## src/rtl/ptb_pkg.sv

```systemverilog
package ptb_pkg;

	localparam int SLOT_W    = 4;
	localparam int TIMEOUT_W = 32;
	localparam int MAX_ADDR  = 16;

	typedef enum logic [1:0] {
		REQ_TICK  = 2'd0,
		REQ_CHECK = 2'd1,
		REQ_ADD   = 2'd2,
		REQ_DEL   = 2'd3
	} req_type_t;

	typedef enum logic [1:0] {
		ST_IDLE,
		ST_SCAN,
		ST_FLUSH
	} state_t;

	typedef struct packed {
		logic                 tick;
		logic                 add;
		logic                 del;
		logic                 start;
		logic                 step;
		logic [SLOT_W-1:0]    slot;
		logic [TIMEOUT_W-1:0] timeout;
	} cell_ctrl_t;

endpackage

```

## src/rtl/ptb_if.sv

```systemverilog
interface ptb_req_if;
	logic        valid;
	logic        ready;
	logic [1:0]  req_type;
	logic [3:0]  slot;
	logic [31:0] timeout_value;

	modport source (output valid, output req_type, output slot, output timeout_value,
		input ready);
	modport sink (input valid, input req_type, input slot, input timeout_value,
		output ready);
endinterface

interface ptb_rsp_if;
	logic       valid;
	logic       ready;
	logic       fired;
	logic [3:0] fired_slot;
	logic       last;

	modport source (output valid, output fired, output fired_slot, output last,
		input ready);
	modport sink (input valid, input fired, input fired_slot, input last,
		output ready);
endinterface

```

## src/rtl/ptb_cell.sv

```systemverilog
module ptb_cell #(
	parameter int COUNT_WIDTH = 32,
	parameter int IDX         = 0
) (
	input  logic                clk,
	input  logic                arst_n,
	input  ptb_pkg::cell_ctrl_t ctrl,
	input  logic                token_in,
	output logic                token_out,
	output logic                hit
);
	import ptb_pkg::*;

	logic                   active_q;
	logic                   token_q;
	logic [COUNT_WIDTH-1:0] period_q;
	logic [COUNT_WIDTH-1:0] count_q;
	logic                   addressed;
	logic                   expired;

	assign addressed = (IDX < MAX_ADDR) && (ctrl.slot == SLOT_W'(IDX));
	assign expired   = count_q >= period_q;
	assign hit       = token_q && active_q && expired;
	assign token_out = token_q;

	always_ff @(posedge clk or negedge arst_n) begin
		if (!arst_n) begin
			active_q <= 1'b0;
			token_q  <= 1'b0;
		end else begin
			if (ctrl.start || ctrl.step) begin
				token_q <= token_in;
			end
			if (ctrl.add && addressed) begin
				active_q <= 1'b1;
			end else if (ctrl.del && addressed) begin
				active_q <= 1'b0;
			end
		end
	end

	always_ff @(posedge clk) begin
		if (ctrl.add && addressed) begin
			period_q <= COUNT_WIDTH'(ctrl.timeout);
			count_q  <= '0;
		end else if (ctrl.step && hit) begin
			count_q <= '0;
		end else if (ctrl.tick && active_q && (count_q != period_q)) begin
			count_q <= count_q + 1'b1;
		end
	end

endmodule

```

## src/rtl/periodic_timer_bank.sv

```systemverilog
// A bank of periodic timers held in a row of slot cells. Tick, add and delete
// transactions complete in the cycle they are accepted and produce no result.
// A check passes a scan token along the cells, one cell per cycle unless a
// held result waits on a stalled result sink, over the first min(NUM_SLOTS, 16)
// slots; each expired active slot yields one result in ascending slot order and
// its count restarts, and a check with nothing expired yields one empty result.
// No new request is accepted until a check has pushed its final result into the
// output register. Counts saturate at their period.
module periodic_timer_bank #(
	parameter int NUM_SLOTS   = 16,
	parameter int COUNT_WIDTH = 32
) (
	input  logic      clk,
	input  logic      arst_n,
	ptb_req_if.sink   req,
	ptb_rsp_if.source rsp
);
	import ptb_pkg::*;

	localparam int ADDR_SLOTS = (NUM_SLOTS < MAX_ADDR) ? NUM_SLOTS : MAX_ADDR;
	localparam int IDX_W      = (ADDR_SLOTS > 1) ? $clog2(ADDR_SLOTS) : 1;

	state_t             state_q, state_d;
	cell_ctrl_t         ctrl;
	logic [NUM_SLOTS:0] token_chain;
	logic [NUM_SLOTS-1:0] hit_vec;
	logic               hit_any;
	logic               accept;
	logic               can_push;
	logic               push;
	logic               push_fired;
	logic [SLOT_W-1:0]  push_slot;
	logic               push_last;
	logic               scan_end;
	logic               pend_v_q;
	logic [SLOT_W-1:0]  pend_slot_q;
	logic [IDX_W-1:0]   idx_q;
	logic               out_valid_q;
	logic               fired_q;
	logic [SLOT_W-1:0]  fired_slot_q;
	logic               last_q;

	assign req.ready  = (state_q == ST_IDLE);
	assign accept     = req.valid && req.ready;
	assign can_push   = !out_valid_q || rsp.ready;
	assign hit_any    = |hit_vec;
	assign scan_end   = (idx_q == IDX_W'(ADDR_SLOTS - 1));

	assign rsp.valid      = out_valid_q;
	assign rsp.fired      = fired_q;
	assign rsp.fired_slot = fired_slot_q;
	assign rsp.last       = last_q;

	assign token_chain[0] = ctrl.start;

	for (genvar i = 0; i < NUM_SLOTS; i++) begin : g_cell
		logic token_to_cell;
		if (i < ADDR_SLOTS) begin : g_scan
			assign token_to_cell = token_chain[i];
		end else begin : g_noscan
			assign token_to_cell = 1'b0;
		end
		ptb_cell #(
			.COUNT_WIDTH (COUNT_WIDTH),
			.IDX         (i)
		) u_cell (
			.clk       (clk),
			.arst_n    (arst_n),
			.ctrl      (ctrl),
			.token_in  (token_to_cell),
			.token_out (token_chain[i+1]),
			.hit       (hit_vec[i])
		);
	end

	always_comb begin
		state_d      = state_q;
		ctrl.tick    = 1'b0;
		ctrl.add     = 1'b0;
		ctrl.del     = 1'b0;
		ctrl.start   = 1'b0;
		ctrl.step    = 1'b0;
		ctrl.slot    = req.slot;
		ctrl.timeout = req.timeout_value;
		push         = 1'b0;
		push_fired   = pend_v_q;
		push_slot    = pend_slot_q;
		push_last    = 1'b0;
		unique case (state_q)
			ST_IDLE: begin
				if (accept) begin
					unique case (req_type_t'(req.req_type))
						REQ_TICK:  ctrl.tick = 1'b1;
						REQ_ADD:   ctrl.add  = 1'b1;
						REQ_DEL:   ctrl.del  = 1'b1;
						REQ_CHECK: begin
							ctrl.start = 1'b1;
							state_d    = ST_SCAN;
						end
						default: ;
					endcase
				end
			end
			ST_SCAN: begin
				if (!(hit_any && pend_v_q) || can_push) begin
					ctrl.step = 1'b1;
					push      = hit_any && pend_v_q;
					if (scan_end) begin
						state_d = ST_FLUSH;
					end
				end
			end
			ST_FLUSH: begin
				push_last = 1'b1;
				push_slot = pend_v_q ? pend_slot_q : '0;
				if (can_push) begin
					push    = 1'b1;
					state_d = ST_IDLE;
				end
			end
			default: state_d = ST_IDLE;
		endcase
	end

	always_ff @(posedge clk or negedge arst_n) begin
		if (!arst_n) begin
			state_q     <= ST_IDLE;
			pend_v_q    <= 1'b0;
			idx_q       <= '0;
			out_valid_q <= 1'b0;
		end else begin
			state_q <= state_d;
			if (ctrl.start) begin
				idx_q <= '0;
			end else if (ctrl.step && !scan_end) begin
				idx_q <= idx_q + 1'b1;
			end
			if (ctrl.step && hit_any) begin
				pend_v_q <= 1'b1;
			end else if (state_q == ST_FLUSH && can_push) begin
				pend_v_q <= 1'b0;
			end
			if (push) begin
				out_valid_q <= 1'b1;
			end else if (rsp.ready) begin
				out_valid_q <= 1'b0;
			end
		end
	end

	always_ff @(posedge clk) begin
		if (ctrl.step && hit_any) begin
			pend_slot_q <= SLOT_W'(idx_q);
		end
		if (push) begin
			fired_q      <= push_fired;
			fired_slot_q <= push_slot;
			last_q       <= push_last;
		end
	end

	// The scan token sits in at most one cell, and only while a scan runs.
	a_token_onehot: assert property (@(posedge clk) disable iff (!arst_n)
		$onehot0(token_chain[NUM_SLOTS:1]))
		else $error("scan token duplicated");

	a_token_scan: assert property (@(posedge clk) disable iff (!arst_n)
		(|token_chain[ADDR_SLOTS:1]) == (state_q == ST_SCAN))
		else $error("scan token out of step with the scan state");

	a_idle_no_pend: assert property (@(posedge clk) disable iff (!arst_n)
		(state_q == ST_IDLE) |-> !pend_v_q)
		else $error("held result left over after a check");

	a_push_room: assert property (@(posedge clk) disable iff (!arst_n)
		push |-> can_push)
		else $error("result overwrote an untaken transaction");

	a_flush_last: assert property (@(posedge clk) disable iff (!arst_n)
		(state_q == ST_FLUSH && can_push) |=> (out_valid_q && last_q))
		else $error("check ended without a final result");

endmodule

```

## src/flat_wrapper.sv

```systemverilog
// flat-port wrapper written by rule: the top's interface ports become plain ports
module periodic_timer_bank_flat import ptb_pkg::*;
#(
	parameter int NUM_SLOTS   = 16,
	parameter int COUNT_WIDTH = 32
)
  (clk, arst_n, req_valid, req_req_type, req_slot, req_timeout_value, req_ready, rsp_valid, rsp_fired, rsp_fired_slot, rsp_last, rsp_ready);
  ptb_req_if req_i ();
  ptb_rsp_if rsp_i ();
  input  logic clk;
  input  logic arst_n;
  input wire logic [$bits(req_i.valid)-1:0] req_valid;
  input wire logic [$bits(req_i.req_type)-1:0] req_req_type;
  input wire logic [$bits(req_i.slot)-1:0] req_slot;
  input wire logic [$bits(req_i.timeout_value)-1:0] req_timeout_value;
  output wire logic [$bits(req_i.ready)-1:0] req_ready;
  output wire logic [$bits(rsp_i.valid)-1:0] rsp_valid;
  output wire logic [$bits(rsp_i.fired)-1:0] rsp_fired;
  output wire logic [$bits(rsp_i.fired_slot)-1:0] rsp_fired_slot;
  output wire logic [$bits(rsp_i.last)-1:0] rsp_last;
  input wire logic [$bits(rsp_i.ready)-1:0] rsp_ready;
  assign req_i.valid = req_valid;
  assign req_i.req_type = req_req_type;
  assign req_i.slot = req_slot;
  assign req_i.timeout_value = req_timeout_value;
  assign req_ready = req_i.ready;
  assign rsp_valid = rsp_i.valid;
  assign rsp_fired = rsp_i.fired;
  assign rsp_fired_slot = rsp_i.fired_slot;
  assign rsp_last = rsp_i.last;
  assign rsp_i.ready = rsp_ready;
  periodic_timer_bank #(.NUM_SLOTS(NUM_SLOTS), .COUNT_WIDTH(COUNT_WIDTH)) u_core (.clk(clk), .arst_n(arst_n), .req(req_i), .rsp(rsp_i));
endmodule
```

## config.mk

```make
export PLATFORM = sky130hd
export DESIGN_NAME = periodic_timer_bank_flat
export DESIGN_NICKNAME = d
export VERILOG_FILES = /design/src/rtl/ptb_pkg.sv /design/src/rtl/ptb_if.sv /design/src/rtl/ptb_cell.sv /design/src/rtl/periodic_timer_bank.sv /design/src/flat_wrapper.sv
export SDC_FILE = /design/constraint.sdc
export NUM_CORES = 2
export LEC_CHECK = 0
export ABC_AREA = 0
export BUFFER_PORTS_ARGS = -buffer_cell sky130_fd_sc_hd__buf_2
export CORE_UTILIZATION = 51
export DETAILED_ROUTE_END_ITERATION = 6
export PLACE_DENSITY_LB_ADDON = 0.25
export SETUP_SLACK_MARGIN = 0.2
export SKIP_LAST_GASP = 1
export SYNTH_ARGS = -nofsm -noshare
export SYNTH_HDL_FRONTEND = slang
export SYNTH_SLANG_ARGS = --single-unit
```

## constraint.sdc

```tcl
create_clock -name clk -period 5.6 [get_ports clk]
set_input_delay 0.56 -clock clk [delete_from_list [all_inputs] [get_ports clk]]
set_output_delay 0.56 -clock clk [all_outputs]
set_load 0.02 [all_outputs]
```

==> impl_metrics.env <==
export IMPL_status="finished clean"
export IMPL_r2r_cells=13
export IMPL_postCtsSetupRepairBufs=0
export IMPL_synth_cell_types=71
export IMPL_crit_required_ns=6.15
export IMPL_finalSetupTns_ns=0
export IMPL_synth_area_mux_share=0.00649
export IMPL_whs_ns=0.0581
export IMPL_syn_nets=5631
export IMPL_relSlewSlack=0.237
export IMPL_finalCriticalPeriod_ns=4.62
export IMPL_stdcell_area_um2=58000
export IMPL_dr_pass1_iters=5
export IMPL_synthXorXnorAreaFrac=0.0830
export IMPL_async_flop_share=0.0372
export IMPL_synth_seq_cells=1074
export IMPL_clock_skew_ns=0.0218
export IMPL_gr_usage_all_layers=0.245
export IMPL_core_um2=101000
export IMPL_synth_area_um2=52200
export IMPL_setup_viol=0
export IMPL_reg2reg_slack_ns=0.98
export IMPL_max_slew_worst_pin_slew_ns=1.14
export IMPL_yosys_area_share_adder=0.127
export IMPL_synthFlopType="edfxtp_1"
export IMPL_p_per_area_nw_per_um2=295
export IMPL_drt_iter0_drc=2850
export IMPL_arrival_ns=5.17
export IMPL_p_total_mw=17.1
export IMPL_clock_sinks=1074
export IMPL_area_growth_pct=11.1
export IMPL_finalHoldViolCount=0
export IMPL_hold_buffers=0
export IMPL_pre_cts_ws_ns=1.03
export IMPL_syn_avg_cell_area_um2=10.3
export IMPL_dp_hpwl_mm=79.4
export IMPL_antenna_found_initial=23
export IMPL_drcViolationCount=0
export IMPL_hp_class="in -> async"
export IMPL_cts_max_path_buffers=3
export IMPL_vias=36200
export IMPL_timing_worst_setup_path_type="reg -> reg"
export IMPL_worstSetupStartpointType="register"
export IMPL_cts_max_level=3
export IMPL_grt_overflow_total=0
export IMPL_power_leakage_nw=25.8
export IMPL_synthCells=5057
export IMPL_root_buffer="clkbuf_16"
export IMPL_ys_warn_count=0
export IMPL_start_util=0.518
export IMPL_yosysSeqAreaShare=0.516
export IMPL_timing_fmax_ghz=0.217
export IMPL_die_h_um=322
export IMPL_wl_per_cell_um=19.0
export IMPL_insertion_delay_ns=0.69
export IMPL_ant_nets=0
export IMPL_final_util=0.576
export IMPL_layout_cells_non_filler=6635
export IMPL_drv_cap=0
export IMPL_ir_worst_vdd_v=0.000331
export IMPL_cts_made_buffers=109
export IMPL_grt_max_degree=41
export IMPL_rsz0062_at_grt="no"
export IMPL_gp_congestion=0.865
export IMPL_routed_wl_mm=126
export IMPL_clkTransAtPathRegs_ns=0.06
export IMPL_critical_path_max_fanout=32
export IMPL_cts_resized=0
export IMPL_cts_tree="yes"
export IMPL_fill_cells=8557
export IMPL_grt_pass1_vias=34500
export IMPL_dieArea_um2=104000
export IMPL_drive_above_1_share=0.0562
export IMPL_end_kind="register"
export IMPL_io_buffers=49
export IMPL_post_place_cells=6420
export IMPL_io_pins=50
export IMPL_synth_edf_count=522
export IMPL_reg2reg_from="u_core.g_cell[7].u_cell.count_q[13]$_SDFFE_PP0P_"
export IMPL_fp_row_count=116
export IMPL_grt_pass1_wl_mm=195
export IMPL_fin_crit_sh=0.824
export IMPL_slew_viol_final=0
export IMPL_postPlaceCellArea_um2=54200
export IMPL_synth_compound_area_frac=0.0590
export IMPL_fin_ws_ns=0.983
export IMPL_num_nets_final=5748
export IMPL_via_per_inst=5.46
export IMPL_regToRegEndpoint="u_core.g_cell[1].u_cell.count_q[19]$_SDFFE_PP0P_"
export IMPL_synth_top_family_by_area="simple AND/OR/NAND/NOR gates"
export IMPL_die_x_um=322
export IMPL_yosys_area_share_simple=0.159
==> state kept, by name (all words and copies together), names as in the netlist <==
register / cells
u_core.state_q: 2
u_core.rsp.fired: 1
u_core.g_cell.u_cell.count_q: 512
u_core.pend_v_q: 1
u_core.g_cell.u_cell.active_q: 16
u_core.g_cell.u_cell.token_out: 16
u_core.rsp.fired_slot: 4
u_core.rsp.valid: 1
u_core.pend_slot_q: 4
u_core.g_cell.u_cell.period_q: 512
u_core.idx_q: 4
u_core.rsp.last: 1
==> Yosys cell counts, types with 16 or more instances <==
| cell | instances | area (µm²) |
|---|---|---|
| inv_1 | 584 | 2190 |
| nor2b_1 | 16 | 100 |
| and2_1 | 18 | 113 |
| nor3_1 | 44 | 220 |
| clkbuf_1 | 38 | 143 |
| a31oi_1 | 20 | 125 |
| xor2_1 | 296 | 2590 |
| nand2b_1 | 17 | 106 |
| and3_1 | 106 | 663 |
| or3_1 | 20 | 125 |
| o31ai_1 | 23 | 173 |
| ha_1 | 532 | 6660 |
| dfxtp_1 | 512 | 10200 |
| nand4_1 | 188 | 1180 |
| dfrtp_1 | 40 | 1000 |
| nand3_1 | 198 | 991 |
| mux2i_1 | 17 | 170 |
| edfxtp_1 | 522 | 15700 |
| a21oi_1 | 176 | 881 |
| buf_2 | 39 | 195 |
| o21ai_0 | 75 | 375 |
| nand2_1 | 342 | 1280 |
| nor4_1 | 34 | 213 |
| xnor2_1 | 199 | 1740 |
| a21o_1 | 89 | 668 |
| nor2_1 | 715 | 2680 |
| a221oi_1 | 20 | 175 |
| and4_1 | 49 | 429 |
==> placed cells by master (no fill, tap or decap), types with 13 or more instances in the layout <==
master	n
and3_1	106
a21o_1	89
o21ai_0	75
buf_2	49
nand3_1	198
clkbuf_8	19
ha_1	532
dfrtp_1	40
nor3_1	33
nand2_1	342
nor2b_1	16
edfxtp_1	522
xnor2_1	199
buf_4	39
clkinv_2	16
nor4_1	34
dfxtp_1	512
o31ai_1	21
bufinv_16	15
inv_1	584
clkinv_1	13
a21oi_1	176
mux2i_1	17
a221oi_1	20
nand2b_1	17
nor2_1	715
clkbuf_1	24
and4_1	49
nand4_1	188
xor2_1	296
and2_1	18
a31oi_1	20
or3_1	20
clkbuf_16	112
==> critical path, stage by stage, from the launching register on <==
cell and delay (ns):
dfxtp_1 0.40, ha_1 0.28, a21o_1 0.17, a21o_1 0.17
a221oi_1 0.28, o211ai_1 0.14, a221oi_1 0.57, o21ai_0 0.39
or4_1 0.53, o21ai_2 0.65, buf_4 0.31, a21o_1 0.14
buf_4 0.34, nor2_1 0.09
==> logic make-up (layout without fill, tap and decap cells) <==
kind of cell / Yosys count / in the layout
compound gates: 485 / 485
simple gates: 1773 / 1773
xor+xnor: 495 / 495
buf+inv: 666 / 879
other cells: 0 / 8
flops: 1074 / 1074
mux: 32 / 32
fa+ha+maj: 532 / 532
==> layout make-up <==
type,count,area (µm²),area share
Antenna cell,8,20.0,0.000345
Clock buffer,155,3150,0.0544
Clock inverter,52,647,0.0112
Inverter,584,2190,0.0378
Multi-Input combinational cell,3317,22800,0.394
Sequential cell,1074,26900,0.464
Tap cell,1357,1700,0.0293
Timing Repair Buffer,88,538,0.00928
==> how the worst max path moves through the flow <==
stage,slack [ns],end,depth (start not counted),from
global placement,1.13,u_core.g_cell[1].u_cell.count_q[11]$_SDFFE_PP0P_,14,u_core.g_cell[15].u_cell.count_q[19]$_SDFFE_PP0P_
finish,0.98,u_core.g_cell[1].u_cell.count_q[19]$_SDFFE_PP0P_,13,u_core.g_cell[7].u_cell.count_q[13]$_SDFFE_PP0P_
floorplan,1.12,u_core.g_cell[2].u_cell.count_q[10]$_SDFFE_PP0P_,9,u_core.state_q[0]$_DFFE_PN0P_
CTS,1.01,u_core.g_cell[3].u_cell.count_q[27]$_SDFFE_PP0P_,13,u_core.g_cell[7].u_cell.count_q[13]$_SDFFE_PP0P_
global route,0.77,u_core.g_cell[2].u_cell.count_q[4]$_SDFFE_PP0P_,12,u_core.g_cell[15].u_cell.count_q[19]$_SDFFE_PP0P_
detailed placement,1.03,u_core.g_cell[3].u_cell.count_q[3]$_SDFFE_PP0P_,13,u_core.g_cell[7].u_cell.count_q[13]$_SDFFE_PP0P_
==> layer usage <==
| metal | GRT usage | share of wire |
|---|---|---|
| met5 | 0 | 0 |
| met1 | 0.342 | 0.45 |
| met2 | 0.400 | 0.46 |
| met3 | 0.0282 | 0.063 |
| met4 | 0.0742 | 0.028 |
==> where the power goes <==
| part | switching, mW | leakage (nW) | total, mW | internal [mW] |
|---|---|---|---|---|
| clock | 3.10 | 1.87 | 7.70 | 4.60 |
| combinational | 0.550 | 14.6 | 0.801 | 0.252 |
| sequential | 0.217 | 9.35 | 8.63 | 8.41 |
| total | 3.86 | 25.8 | 17.1 | 13.3 |
Note: power is estimated with default switching activity, not from simulation.
